===== config.mk =====
export PLATFORM = sky130hd
export DESIGN_NAME = convex_hull_extreme_points_unit_flat
export DESIGN_NICKNAME = d
export VERILOG_FILES = /design/src/hw/rtl/chep_pkg.sv /design/src/hw/rtl/chep_if.sv /design/src/hw/rtl/chep_ram.sv /design/src/hw/rtl/chep_datapath.sv /design/src/hw/rtl/chep_ctrl.sv /design/src/hw/rtl/convex_hull_extreme_points_unit.sv /design/src/flat_wrapper.sv
export SDC_FILE = /design/constraint.sdc
export NUM_CORES = 2
export LEC_CHECK = 0
export BUFFER_PORTS_ARGS = -buffer_cell sky130_fd_sc_hd__buf_2
export CAP_MARGIN = 20
export CELL_PAD_IN_SITES_DETAIL_PLACEMENT = 0
export CELL_PAD_IN_SITES_GLOBAL_PLACEMENT = 2
export CORE_MARGIN = 10
export CORE_UTILIZATION = 41
export CTS_BUF_LIST = sky130_fd_sc_hd__clkbuf_4 sky130_fd_sc_hd__clkbuf_8
export CTS_CLUSTER_SIZE = 14
export DETAILED_ROUTE_END_ITERATION = 6
export PLACE_DENSITY = 0.85
export SLEW_MARGIN = 40
export SYNTH_ARGS = -nofsm -noshare
export SYNTH_HDL_FRONTEND = slang
export SYNTH_HIERARCHICAL = 1
export SYNTH_SLANG_ARGS = --single-unit

===== constraint.sdc =====
create_clock -name clk -period 6.6 [get_ports clk]
set_input_delay 0.99 -clock clk [delete_from_list [all_inputs] [get_ports clk]]
set_output_delay 0.99 -clock clk [all_outputs]
set_load 0.05 [all_outputs]

===== src/hw/rtl/chep_pkg.sv =====
// Package for the convex hull extreme point unit: default sizes and the
// command / status structs passed between controller and datapath.
// No dependencies.
package chep_pkg;

  localparam int MAX_POINTS_DEF = 16;
  localparam int COORD_BITS_DEF = 16;

  // Commands from the controller to the datapath
  typedef struct packed {
    logic wr_en;     // store the incoming point
    logic cap_i;     // read data holds point i
    logic cap_j;     // read data holds point j: form a, b and the c products
    logic calc_c;    // finish c, restart the side test
    logic test_v;    // read issued for a point k under test
    logic dedup_v;   // read issued for an earlier marked point
    logic cap_cand;  // read data holds the emission candidate
    logic push_pend; // send pending point on, candidate becomes pending
    logic set_pend;  // candidate becomes pending
    logic fin;       // send the closing result of the set
  } chep_cmd_t;

  // Status from the datapath to the controller
  typedef struct packed {
    logic agree;    // all tested points on one side of the line
    logic dup;      // candidate equals an earlier marked point
    logic pend_v;   // a point waits to be sent
    logic out_free; // output register can take a result this cycle
  } chep_sts_t;

endpackage


===== src/hw/rtl/chep_if.sv =====
// Valid/ready channel interfaces for point input and hull result output.
// No dependencies.
interface chep_in_if #(
  parameter int COORD_BITS = 16
);
  logic                         valid;
  logic                         ready;
  logic signed [COORD_BITS-1:0] point_x;
  logic signed [COORD_BITS-1:0] point_y;
  logic                         last_point;

  modport source (output valid, output point_x, output point_y, output last_point,
                  input ready);
  modport sink   (input valid, input point_x, input point_y, input last_point,
                  output ready);
endinterface

interface chep_out_if #(
  parameter int COORD_BITS = 16
);
  logic                         valid;
  logic                         ready;
  logic signed [COORD_BITS-1:0] hull_x;
  logic signed [COORD_BITS-1:0] hull_y;
  logic                         no_hull;
  logic                         final_result;

  modport source (output valid, output hull_x, output hull_y, output no_hull,
                  output final_result, input ready);
  modport sink   (input valid, input hull_x, input hull_y, input no_hull,
                  input final_result, output ready);
endinterface


===== src/hw/rtl/chep_ram.sv =====
// Generic simple dual port RAM: one write port, one read port, registered read.
// No dependencies.
module chep_ram #(
  parameter int WIDTH = 8,
  parameter int DEPTH = 16,
  localparam int AW = (DEPTH > 1) ? $clog2(DEPTH) : 1
) (
  input  logic             clk,
  input  logic             wr_en,
  input  logic [AW-1:0]    wr_addr,
  input  logic [WIDTH-1:0] wr_data,
  input  logic [AW-1:0]    rd_addr,
  output logic [WIDTH-1:0] rd_data
);

  logic [WIDTH-1:0] mem_r [DEPTH];
  logic [WIDTH-1:0] rd_data_r;

  always_ff @(posedge clk) begin
    if (wr_en) begin
      mem_r[wr_addr] <= wr_data;
    end
    rd_data_r <= mem_r[rd_addr];
  end

  assign rd_data = rd_data_r;

endmodule


===== src/hw/rtl/chep_datapath.sv =====
// Datapath: point store, line coefficients, pipelined side test, duplicate
// compare, pending point and output register. Uses chep_pkg and chep_ram.
module chep_datapath
  import chep_pkg::*;
#(
  parameter int MAX_POINTS = MAX_POINTS_DEF,
  parameter int COORD_BITS = COORD_BITS_DEF,
  localparam int AW = $clog2(MAX_POINTS)
) (
  input  logic                         clk,
  input  logic                         rst_n,
  input  chep_cmd_t                    cmd,
  input  logic [AW-1:0]                addr,
  input  logic signed [COORD_BITS-1:0] in_x,
  input  logic signed [COORD_BITS-1:0] in_y,
  input  logic                         out_ready,
  output chep_sts_t                    sts,
  output logic                         out_valid,
  output logic signed [COORD_BITS-1:0] hull_x,
  output logic signed [COORD_BITS-1:0] hull_y,
  output logic                         no_hull,
  output logic                         final_result
);

  localparam int CB  = COORD_BITS;
  localparam int DW  = 2 * CB;  // stored word {x, y}
  localparam int LW  = CB + 1;  // a and b
  localparam int PW  = 2 * CB;  // products forming c
  localparam int CCW = PW + 1;  // c
  localparam int MW  = LW + CB; // a*x and b*y
  localparam int SW  = MW + 2;  // side value

  logic [DW-1:0]           rd_data;
  logic signed [CB-1:0]    rd_x, rd_y;

  logic signed [CB-1:0]    xi_r, yi_r;
  logic signed [LW-1:0]    a_r, b_r;
  logic signed [PW-1:0]    m1_r, m2_r;
  logic signed [CCW-1:0]   c_r;
  logic signed [MW-1:0]    pa_r, pb_r;
  logic signed [SW-1:0]    side;
  logic                    side_neg;
  logic                    s1_test_r, s2_test_r, s1_dedup_r;
  logic                    seen_r, first_neg_r, agree_r, dup_r;
  logic signed [CB-1:0]    cand_x_r, cand_y_r, pend_x_r, pend_y_r;
  logic                    pend_v_r;
  logic                    out_valid_r, no_hull_r, final_r;
  logic signed [CB-1:0]    hull_x_r, hull_y_r;

  // Point store, one word per point
  chep_ram #(
    .WIDTH (DW),
    .DEPTH (MAX_POINTS)
  ) u_ram (
    .clk     (clk),
    .wr_en   (cmd.wr_en),
    .wr_addr (addr),
    .wr_data ({in_x, in_y}),
    .rd_addr (addr),
    .rd_data (rd_data)
  );

  assign rd_x = $signed(rd_data[DW-1:CB]);
  assign rd_y = $signed(rd_data[CB-1:0]);

  // Side of the line for the point in the last test stage
  assign side     = SW'(pa_r) + SW'(pb_r) - SW'(c_r);
  assign side_neg = side[SW-1];

  // Control flags
  always_ff @(posedge clk) begin
    if (!rst_n) begin
      s1_test_r   <= 1'b0;
      s2_test_r   <= 1'b0;
      s1_dedup_r  <= 1'b0;
      seen_r      <= 1'b0;
      first_neg_r <= 1'b0;
      agree_r     <= 1'b0;
      dup_r       <= 1'b0;
      pend_v_r    <= 1'b0;
      out_valid_r <= 1'b0;
    end else begin
      s1_test_r  <= cmd.test_v;
      s2_test_r  <= s1_test_r;
      s1_dedup_r <= cmd.dedup_v;

      // side agreement over all tested points
      if (cmd.calc_c) begin
        seen_r  <= 1'b0;
        agree_r <= 1'b1;
      end else if (s2_test_r) begin
        if (!seen_r) begin
          seen_r      <= 1'b1;
          first_neg_r <= side_neg;
        end else if (side_neg != first_neg_r) begin
          agree_r <= 1'b0;
        end
      end

      // duplicate against earlier marked points
      if (cmd.cap_cand) begin
        dup_r <= 1'b0;
      end else if (s1_dedup_r && (rd_data == {cand_x_r, cand_y_r})) begin
        dup_r <= 1'b1;
      end

      if (cmd.fin) begin
        pend_v_r <= 1'b0;
      end else if (cmd.set_pend || cmd.push_pend) begin
        pend_v_r <= 1'b1;
      end

      if (cmd.push_pend || cmd.fin) begin
        out_valid_r <= 1'b1;
      end else if (out_ready) begin
        out_valid_r <= 1'b0;
      end
    end
  end

  // Payload registers
  always_ff @(posedge clk) begin
    if (cmd.cap_i) begin
      xi_r <= rd_x;
      yi_r <= rd_y;
    end
    if (cmd.cap_j) begin
      a_r  <= LW'(rd_y) - LW'(yi_r);
      b_r  <= LW'(xi_r) - LW'(rd_x);
      m1_r <= PW'(xi_r) * PW'(rd_y);
      m2_r <= PW'(yi_r) * PW'(rd_x);
    end
    if (cmd.calc_c) begin
      c_r <= CCW'(m1_r) - CCW'(m2_r);
    end
    if (s1_test_r) begin
      pa_r <= MW'(a_r) * MW'(rd_x);
      pb_r <= MW'(b_r) * MW'(rd_y);
    end
    if (cmd.cap_cand) begin
      cand_x_r <= rd_x;
      cand_y_r <= rd_y;
    end
    if (cmd.set_pend || cmd.push_pend) begin
      pend_x_r <= cand_x_r;
      pend_y_r <= cand_y_r;
    end
    if (cmd.push_pend) begin
      hull_x_r  <= pend_x_r;
      hull_y_r  <= pend_y_r;
      no_hull_r <= 1'b0;
      final_r   <= 1'b0;
    end else if (cmd.fin) begin
      hull_x_r  <= pend_v_r ? pend_x_r : '0;
      hull_y_r  <= pend_v_r ? pend_y_r : '0;
      no_hull_r <= !pend_v_r;
      final_r   <= 1'b1;
    end
  end

  assign sts.agree    = agree_r;
  assign sts.dup      = dup_r;
  assign sts.pend_v   = pend_v_r;
  assign sts.out_free = !out_valid_r || out_ready;

  assign out_valid    = out_valid_r;
  assign hull_x       = hull_x_r;
  assign hull_y       = hull_y_r;
  assign no_hull      = no_hull_r;
  assign final_result = final_r;

endmodule


===== src/hw/rtl/chep_ctrl.sv =====
// Controller: load counter, pair / test / emission loop counters, hull marks
// and the state machine that sequences the datapath. Uses chep_pkg.
module chep_ctrl
  import chep_pkg::*;
#(
  parameter int MAX_POINTS = MAX_POINTS_DEF,
  localparam int AW = $clog2(MAX_POINTS),
  localparam int CW = $clog2(MAX_POINTS + 1)
) (
  input  logic          clk,
  input  logic          rst_n,
  input  logic          in_valid,
  input  logic          in_last,
  output logic          in_ready,
  input  chep_sts_t     sts,
  output chep_cmd_t     cmd,
  output logic [AW-1:0] addr
);

  localparam logic [3:0] ST_LOAD     = 4'd0;
  localparam logic [3:0] ST_RD_I     = 4'd1;
  localparam logic [3:0] ST_RD_J     = 4'd2;
  localparam logic [3:0] ST_CAP_J    = 4'd3;
  localparam logic [3:0] ST_CALC_C   = 4'd4;
  localparam logic [3:0] ST_SCAN     = 4'd5;
  localparam logic [3:0] ST_DRAIN1   = 4'd6;
  localparam logic [3:0] ST_DRAIN2   = 4'd7;
  localparam logic [3:0] ST_DECIDE   = 4'd8;
  localparam logic [3:0] ST_EM_SEL   = 4'd9;
  localparam logic [3:0] ST_EM_RD    = 4'd10;
  localparam logic [3:0] ST_EM_CAP   = 4'd11;
  localparam logic [3:0] ST_EM_SCAN  = 4'd12;
  localparam logic [3:0] ST_EM_DRAIN = 4'd13;
  localparam logic [3:0] ST_EM_DEC   = 4'd14;
  localparam logic [3:0] ST_FIN      = 4'd15;

  logic [3:0]            state_r, state_nxt;
  logic [CW-1:0]         cnt_r, cnt_nxt, cnt_inc, nm1;
  logic [AW-1:0]         i_r, i_nxt, j_r, j_nxt, k_r, k_nxt;
  logic [MAX_POINTS-1:0] mark_r, mark_nxt;
  logic                  in_xfer, room, i_last, i_pen, j_last, k_last, k_em_last;

  assign in_ready  = (state_r == ST_LOAD);
  assign in_xfer   = in_valid && in_ready;
  assign room      = (cnt_r < CW'(MAX_POINTS));
  assign cnt_inc   = room ? cnt_r + CW'(1) : cnt_r;
  assign nm1       = cnt_r - CW'(1);
  assign i_last    = (CW'(i_r) == nm1);
  assign i_pen     = (CW'(i_r) + CW'(1) == nm1);
  assign j_last    = (CW'(j_r) == nm1);
  assign k_last    = (CW'(k_r) == nm1);
  assign k_em_last = (k_r + AW'(1) == i_r);

  // Next state and command decode
  always_comb begin
    state_nxt = state_r;
    cnt_nxt   = cnt_r;
    i_nxt     = i_r;
    j_nxt     = j_r;
    k_nxt     = k_r;
    mark_nxt  = mark_r;
    cmd       = '0;
    addr      = '0;

    case (state_r)
      ST_LOAD: begin
        addr       = cnt_r[AW-1:0];
        cmd.wr_en  = in_xfer && room;
        if (in_xfer) begin
          cnt_nxt = cnt_inc;
          i_nxt   = '0;
          j_nxt   = AW'(1);
          if (in_last) begin
            state_nxt = (cnt_inc >= CW'(3)) ? ST_RD_I : ST_EM_SEL;
          end
        end
      end
      ST_RD_I: begin
        addr      = i_r;
        state_nxt = ST_RD_J;
      end
      ST_RD_J: begin
        addr      = j_r;
        cmd.cap_i = 1'b1;
        state_nxt = ST_CAP_J;
      end
      ST_CAP_J: begin
        cmd.cap_j = 1'b1;
        state_nxt = ST_CALC_C;
      end
      ST_CALC_C: begin
        cmd.calc_c = 1'b1;
        k_nxt      = '0;
        state_nxt  = ST_SCAN;
      end
      ST_SCAN: begin
        addr       = k_r;
        cmd.test_v = (k_r != i_r) && (k_r != j_r);
        if (k_last) begin
          state_nxt = ST_DRAIN1;
        end else begin
          k_nxt = k_r + AW'(1);
        end
      end
      ST_DRAIN1: begin
        state_nxt = ST_DRAIN2;
      end
      ST_DRAIN2: begin
        state_nxt = ST_DECIDE;
      end
      ST_DECIDE: begin
        if (sts.agree) begin
          mark_nxt[i_r] = 1'b1;
          mark_nxt[j_r] = 1'b1;
        end
        if (j_last) begin
          if (i_pen) begin
            i_nxt     = '0;
            state_nxt = ST_EM_SEL;
          end else begin
            i_nxt     = i_r + AW'(1);
            j_nxt     = i_r + AW'(2);
            state_nxt = ST_RD_I;
          end
        end else begin
          j_nxt     = j_r + AW'(1);
          state_nxt = ST_RD_I;
        end
      end
      // emission: walk marked points in load order
      ST_EM_SEL: begin
        if (mark_r[i_r]) begin
          state_nxt = ST_EM_RD;
        end else if (i_last) begin
          state_nxt = ST_FIN;
        end else begin
          i_nxt = i_r + AW'(1);
        end
      end
      ST_EM_RD: begin
        addr      = i_r;
        state_nxt = ST_EM_CAP;
      end
      ST_EM_CAP: begin
        cmd.cap_cand = 1'b1;
        k_nxt        = '0;
        state_nxt    = (i_r == '0) ? ST_EM_DEC : ST_EM_SCAN;
      end
      ST_EM_SCAN: begin
        addr        = k_r;
        cmd.dedup_v = mark_r[k_r];
        if (k_em_last) begin
          state_nxt = ST_EM_DRAIN;
        end else begin
          k_nxt = k_r + AW'(1);
        end
      end
      ST_EM_DRAIN: begin
        state_nxt = ST_EM_DEC;
      end
      ST_EM_DEC: begin
        if (sts.dup || !sts.pend_v || sts.out_free) begin
          cmd.push_pend = !sts.dup && sts.pend_v;
          cmd.set_pend  = !sts.dup && !sts.pend_v;
          if (i_last) begin
            state_nxt = ST_FIN;
          end else begin
            i_nxt     = i_r + AW'(1);
            state_nxt = ST_EM_SEL;
          end
        end
      end
      ST_FIN: begin
        if (sts.out_free) begin
          cmd.fin   = 1'b1;
          mark_nxt  = '0;
          cnt_nxt   = '0;
          state_nxt = ST_LOAD;
        end
      end
      default: begin
        state_nxt = ST_LOAD;
      end
    endcase
  end

  // Control registers
  always_ff @(posedge clk) begin
    if (!rst_n) begin
      state_r <= ST_LOAD;
      cnt_r   <= '0;
      i_r     <= '0;
      j_r     <= '0;
      k_r     <= '0;
      mark_r  <= '0;
    end else begin
      state_r <= state_nxt;
      cnt_r   <= cnt_nxt;
      i_r     <= i_nxt;
      j_r     <= j_nxt;
      k_r     <= k_nxt;
      mark_r  <= mark_nxt;
    end
  end

endmodule


===== src/hw/rtl/convex_hull_extreme_points_unit.sv =====
// Convex hull extreme point unit, top level: controller plus datapath.
// Depends on chep_pkg, chep_if, chep_ctrl, chep_datapath (and chep_ram).
//
//   channel | direction | payload                                   | transfer
//   in_ch   | in        | point_x, point_y, last_point              | valid && ready
//   out_ch  | out       | hull_x, hull_y, no_hull, final_result     | valid && ready
//
// Points load at one per cycle. A set of n >= 3 points then takes n*(n-1)/2
// pairs, each with coefficient reads, one store read per point through the
// single RAM read port and a three-stage side test pipeline, followed by
// emission, which skips unmarked points and compares each marked point i > 0
// with the earlier marked points to drop duplicates, and a closing step.
// Reset (rst_n, synchronous, low) clears marks and count; the store needs none.
// A stalled output holds the emission loop while the next result waits.
module convex_hull_extreme_points_unit
  import chep_pkg::*;
#(
  parameter int MAX_POINTS = MAX_POINTS_DEF,
  parameter int COORD_BITS = COORD_BITS_DEF
) (
  input  logic     clk,
  input  logic     rst_n,
  chep_in_if.sink  in_ch,
  chep_out_if.source out_ch
);

  localparam int AW = $clog2(MAX_POINTS);

  chep_cmd_t     cmd;
  chep_sts_t     sts;
  logic [AW-1:0] addr;
  logic          in_ready;

  assign in_ch.ready = in_ready;

  // Sequencer
  chep_ctrl #(
    .MAX_POINTS (MAX_POINTS)
  ) u_ctrl (
    .clk      (clk),
    .rst_n    (rst_n),
    .in_valid (in_ch.valid),
    .in_last  (in_ch.last_point),
    .in_ready (in_ready),
    .sts      (sts),
    .cmd      (cmd),
    .addr     (addr)
  );

  // Store, arithmetic and output register
  chep_datapath #(
    .MAX_POINTS (MAX_POINTS),
    .COORD_BITS (COORD_BITS)
  ) u_datapath (
    .clk          (clk),
    .rst_n        (rst_n),
    .cmd          (cmd),
    .addr         (addr),
    .in_x         (in_ch.point_x),
    .in_y         (in_ch.point_y),
    .out_ready    (out_ch.ready),
    .sts          (sts),
    .out_valid    (out_ch.valid),
    .hull_x       (out_ch.hull_x),
    .hull_y       (out_ch.hull_y),
    .no_hull      (out_ch.no_hull),
    .final_result (out_ch.final_result)
  );

endmodule


===== src/flat_wrapper.sv =====
// flat-port wrapper written by rule: the top's interface ports become plain ports
module convex_hull_extreme_points_unit_flat import chep_pkg::*;
#(
  parameter int MAX_POINTS = MAX_POINTS_DEF,
  parameter int COORD_BITS = COORD_BITS_DEF
)
  (clk, rst_n, in_ch_valid, in_ch_point_x, in_ch_point_y, in_ch_last_point, in_ch_ready, out_ch_valid, out_ch_hull_x, out_ch_hull_y, out_ch_no_hull, out_ch_final_result, out_ch_ready);
  chep_in_if #(.COORD_BITS(COORD_BITS)) in_ch_i ();
  chep_out_if #(.COORD_BITS(COORD_BITS)) out_ch_i ();
  input  logic clk;
  input  logic rst_n;
  input wire logic [$bits(in_ch_i.valid)-1:0] in_ch_valid;
  input wire logic [$bits(in_ch_i.point_x)-1:0] in_ch_point_x;
  input wire logic [$bits(in_ch_i.point_y)-1:0] in_ch_point_y;
  input wire logic [$bits(in_ch_i.last_point)-1:0] in_ch_last_point;
  output wire logic [$bits(in_ch_i.ready)-1:0] in_ch_ready;
  output wire logic [$bits(out_ch_i.valid)-1:0] out_ch_valid;
  output wire logic [$bits(out_ch_i.hull_x)-1:0] out_ch_hull_x;
  output wire logic [$bits(out_ch_i.hull_y)-1:0] out_ch_hull_y;
  output wire logic [$bits(out_ch_i.no_hull)-1:0] out_ch_no_hull;
  output wire logic [$bits(out_ch_i.final_result)-1:0] out_ch_final_result;
  input wire logic [$bits(out_ch_i.ready)-1:0] out_ch_ready;
  assign in_ch_i.valid = in_ch_valid;
  assign in_ch_i.point_x = in_ch_point_x;
  assign in_ch_i.point_y = in_ch_point_y;
  assign in_ch_i.last_point = in_ch_last_point;
  assign in_ch_ready = in_ch_i.ready;
  assign out_ch_valid = out_ch_i.valid;
  assign out_ch_hull_x = out_ch_i.hull_x;
  assign out_ch_hull_y = out_ch_i.hull_y;
  assign out_ch_no_hull = out_ch_i.no_hull;
  assign out_ch_final_result = out_ch_i.final_result;
  assign out_ch_i.ready = out_ch_ready;
  convex_hull_extreme_points_unit #(.MAX_POINTS(MAX_POINTS), .COORD_BITS(COORD_BITS)) u_core (.clk(clk), .rst_n(rst_n), .in_ch(in_ch_i), .out_ch(out_ch_i));
endmodule

==> results.cfg <==
[critical_path]
critPathLaunchType = flop
crit_chain = buf_12 -> buf_4 -> and2_1 -> fa_1 -> inv_1 -> fa_1 -> fa_1 -> inv_1 -> fa_1 -> fa_1 -> inv_1 -> fa_1 -> inv_1 -> ha_2 -> a21o_1 -> or3_1 -> or3_4 -> a31oi_4 -> buf_4 -> o21ai_0 -> a21o_1 -> a21oi_2 -> xnor2_1
path_class = reg2reg
r2r_slack_ns = 0.15
end_kind = flop
critical-path-top-delay-family = adder cells
cp_common_cell = fa_1
max_stage_delay_ns = 0.54
cp_max_fo = 25
crit_arrival_ns = 7.07
cp_slowest_cell = fa_1
required_ns = 7.22
path_buf_inv = 7

[clock_network]
cts_tree = done
htreeDepth = 4
clkTransAtPathRegs_ns = 0.06
hold_buffers = 0
clk_latency_ns = 0.92
cts.root.buffer_cell = clkbuf_8
clkSinkCount = 917
cts_buffers = 156
clk_path_buf_depth = 3

[flow_run]
drv_cap = 0

[sta]
max_slew_margin_pct = 45.44
worst_pin_slew_ns = 0.8184
maxSlewViolCount = 0
setup_viol = 0
fin_skew_ns = 0.05051
rsz0062_at_grt = true
fmax_ghz = 0.1551
finalSetupTns_ns = 0
hold_viol_final = 0
period_minus_slack_ns = 6.448
fin_crit_sh_pct = 97.70

[synthesis]
netlist_instances = 6875
synth.avg_cell_area_um2 = 11.45
synth-main-ff-cell = edfxtp_1
syn-cell-area_um2 = 78750
synth-edff-count = 837
seq_area_frac_synth_pct = 33.95
ys_warn_count = 6
async_flop_share_pct = 0
synth_nets = 8465
yosys_register_bits = 917
yosysUniqueCellTypes = 88

[floorplanning]
coreArea_um2 = 190600
dieArea_um2 = 210000
chipWidth_um = 458.3
initial_utilization_pct = 41.32
row_count = 160
io_pins = 73
fp.dieH_um = 458.3

[grt]
grt_pass1_vias = 54510
grt_util_all_layers_pct = 20.05
grt_max_degree = 63
antenna_found_initial = 13
grt_pass1_wl_um = 324900
grt_overflow_total = 0

[placed_design]
portBuffers = 72
place_congestion = 0.8895
dp_hpwl_um = 161900

[routing]
drc_errors = 0
drt.antenna.violating_nets = 0
wl_per_cell_um = 21.16
wl_um = 209400
first_iter_violations = 3227
drt-vias-per-instance = 5.103
dr.pass1.iters = 5
vias = 50510

[run_status]
status = completed

[final_layout]
area_delta_synth_final_pct = 12.83
drive_gt1_share_pct = 13.82
fin_nets = 8847
layout_commonest_cell = inv_1
mostFrequentLayoutCells = inv_1, fa_1, edfxtp_1

[worst_hold_path]
min_path_type = in2reg
## registers in the layout, indices dropped and copies added, names as in the netlist, 17 cells and up
name                             count
u_core/u_datapath/u_ram/rd_data     32
u_core/u_datapath/a_r               17
u_core/u_datapath/u_ram/mem_r      512
u_core/u_datapath/b_r               17
u_core/u_datapath/pa_r              33
u_core/u_datapath/pb_r              33
u_core/u_datapath/m2_r              32
u_core/u_datapath/m1_r              32
u_core/u_datapath/c_r               33
## per-stage QoR
step / utilization (%) / cells / cell area [um^2] / hold slack (ns) / setup WS, ns
2_1_floorplan: - / 6875 / 78760 / 0.4237 / 0.01750
3_3_place_gp: 44.34 / 9555 / 84510 / 0.4560 / -0.1074
3_5_place_dp: 44.44 / 9563 / 84690 / 0.4632 / -0.1901
4_1_cts: 46.19 / 9847 / 88030 / 0.3435 / 0.01472
5_1_grt: 46.62 / 9898 / 88860 / 0.4090 / -0.05080
6_report: 46.62 / 9898 / 88860 / 0.4392 / 0.1516
## worst reg2reg max path, stage by stage (launching register included)
cell     delay, ns
dfxtp_1       0.32
buf_12        0.16
buf_4         0.20
and2_1        0.16
fa_1          0.51
inv_1         0.05
fa_1          0.46
fa_1          0.54
inv_1         0.07
fa_1          0.52
fa_1          0.50
inv_1         0.05
fa_1          0.47
inv_1         0.04
ha_2          0.30
a21o_1        0.19
or3_1         0.32
or3_4         0.36
a31oi_4       0.20
buf_4         0.18
o21ai_0       0.13
a21o_1        0.23
a21oi_2       0.16
xnor2_1       0.08
## layer usage
metal	GRT usage (%)	share of wire (%)	up-vias
met3	2.571	4.7	336
met4	8.134	4.3	14
li1	-	-	22860
met1	25.50	41	26000
met2	34.63	50	1292
met5	0	0.046	-
## cells by family (layout without fill, tap and decap cells)
family          Yosys count  count (layout)  synth area share [%]
buf+inv                1691            2196                 8.154
simple gates           1685            1685                 10.36
fa+ha+maj              1553            1553                 35.26
flops                   917             917                 33.95
compound gates          640             640                 5.535
xor+xnor                245             245                 2.760
mux                     144             144                 3.978
other cells               0               7                     0
## final timing paths
check | cells after the start | to | startpoint
worst max register to register | 23 | u_core/u_datapath/pb_r[29] | u_core/u_datapath/u_ram/rd_data[5]
worst max-delay path | 23 | u_core/u_datapath/pb_r[29] | u_core/u_datapath/u_ram/rd_data[5]
worst min register to register | 2 | u_core/u_datapath/final_result | u_core/u_datapath/final_result
worst min-delay path | 1 | u_core/u_datapath/u_ram/mem_r[3][6] | in_ch_point_y[6]
## cells in the mapped netlist, drive strengths merged (11+ instances only)
cell / instances / area, um^2
a211oi: 27 / 207.7
a21boi: 11 / 82.57
a21o: 60 / 451.7
a21oi: 172 / 860.8
a22o: 16 / 140.1
a22oi: 66 / 495.5
a31oi: 11 / 68.82
and2: 419 / 2624
and3: 18 / 112.6
buf: 47 / 250.2
clkbuf: 214 / 803.3
dfxtp: 80 / 1602
edfxtp: 837 / 25130
fa: 1111 / 22240
ha: 442 / 5530
inv: 1422 / 5338
mux4: 135 / 3040
nand2: 615 / 2308
nand2b: 46 / 287.8
nand3: 51 / 255.2
nand4: 22 / 137.6
nor2: 311 / 1167
nor2b: 63 / 394.1
nor3: 66 / 335.3
nor4: 11 / 75.07
o211ai: 15 / 112.6
o21a: 28 / 210.2
o21ai: 101 / 509.2
o21bai: 23 / 172.7
o31ai: 16 / 120.1
or3: 17 / 106.4
xnor2: 187 / 1638
xor2: 56 / 490.5
## area by class of cell
class / count / area, um^2
well taps: 2511 / 3142
diodes: 7 / 17.52
flip-flops and latches: 917 / 26780
inverters: 1430 / 5383
clock inverters: 72 / 673.1
repair buffers: 485 / 4130
fillers: 17450 / 101700
multi-input cells: 4267 / 46150
clock buffers: 209 / 2576
## what timing repair did
item                       4_1_cts  5_1_grt
setup buffers                    3       41
cloned                           0        2
setup endpoints to repair       11       23
pin swaps                        1       36
gates resized for setup         16      103
Power is not shown: default switching activity piles up to over one toggle a cycle in this logic, so the estimate is an artifact.
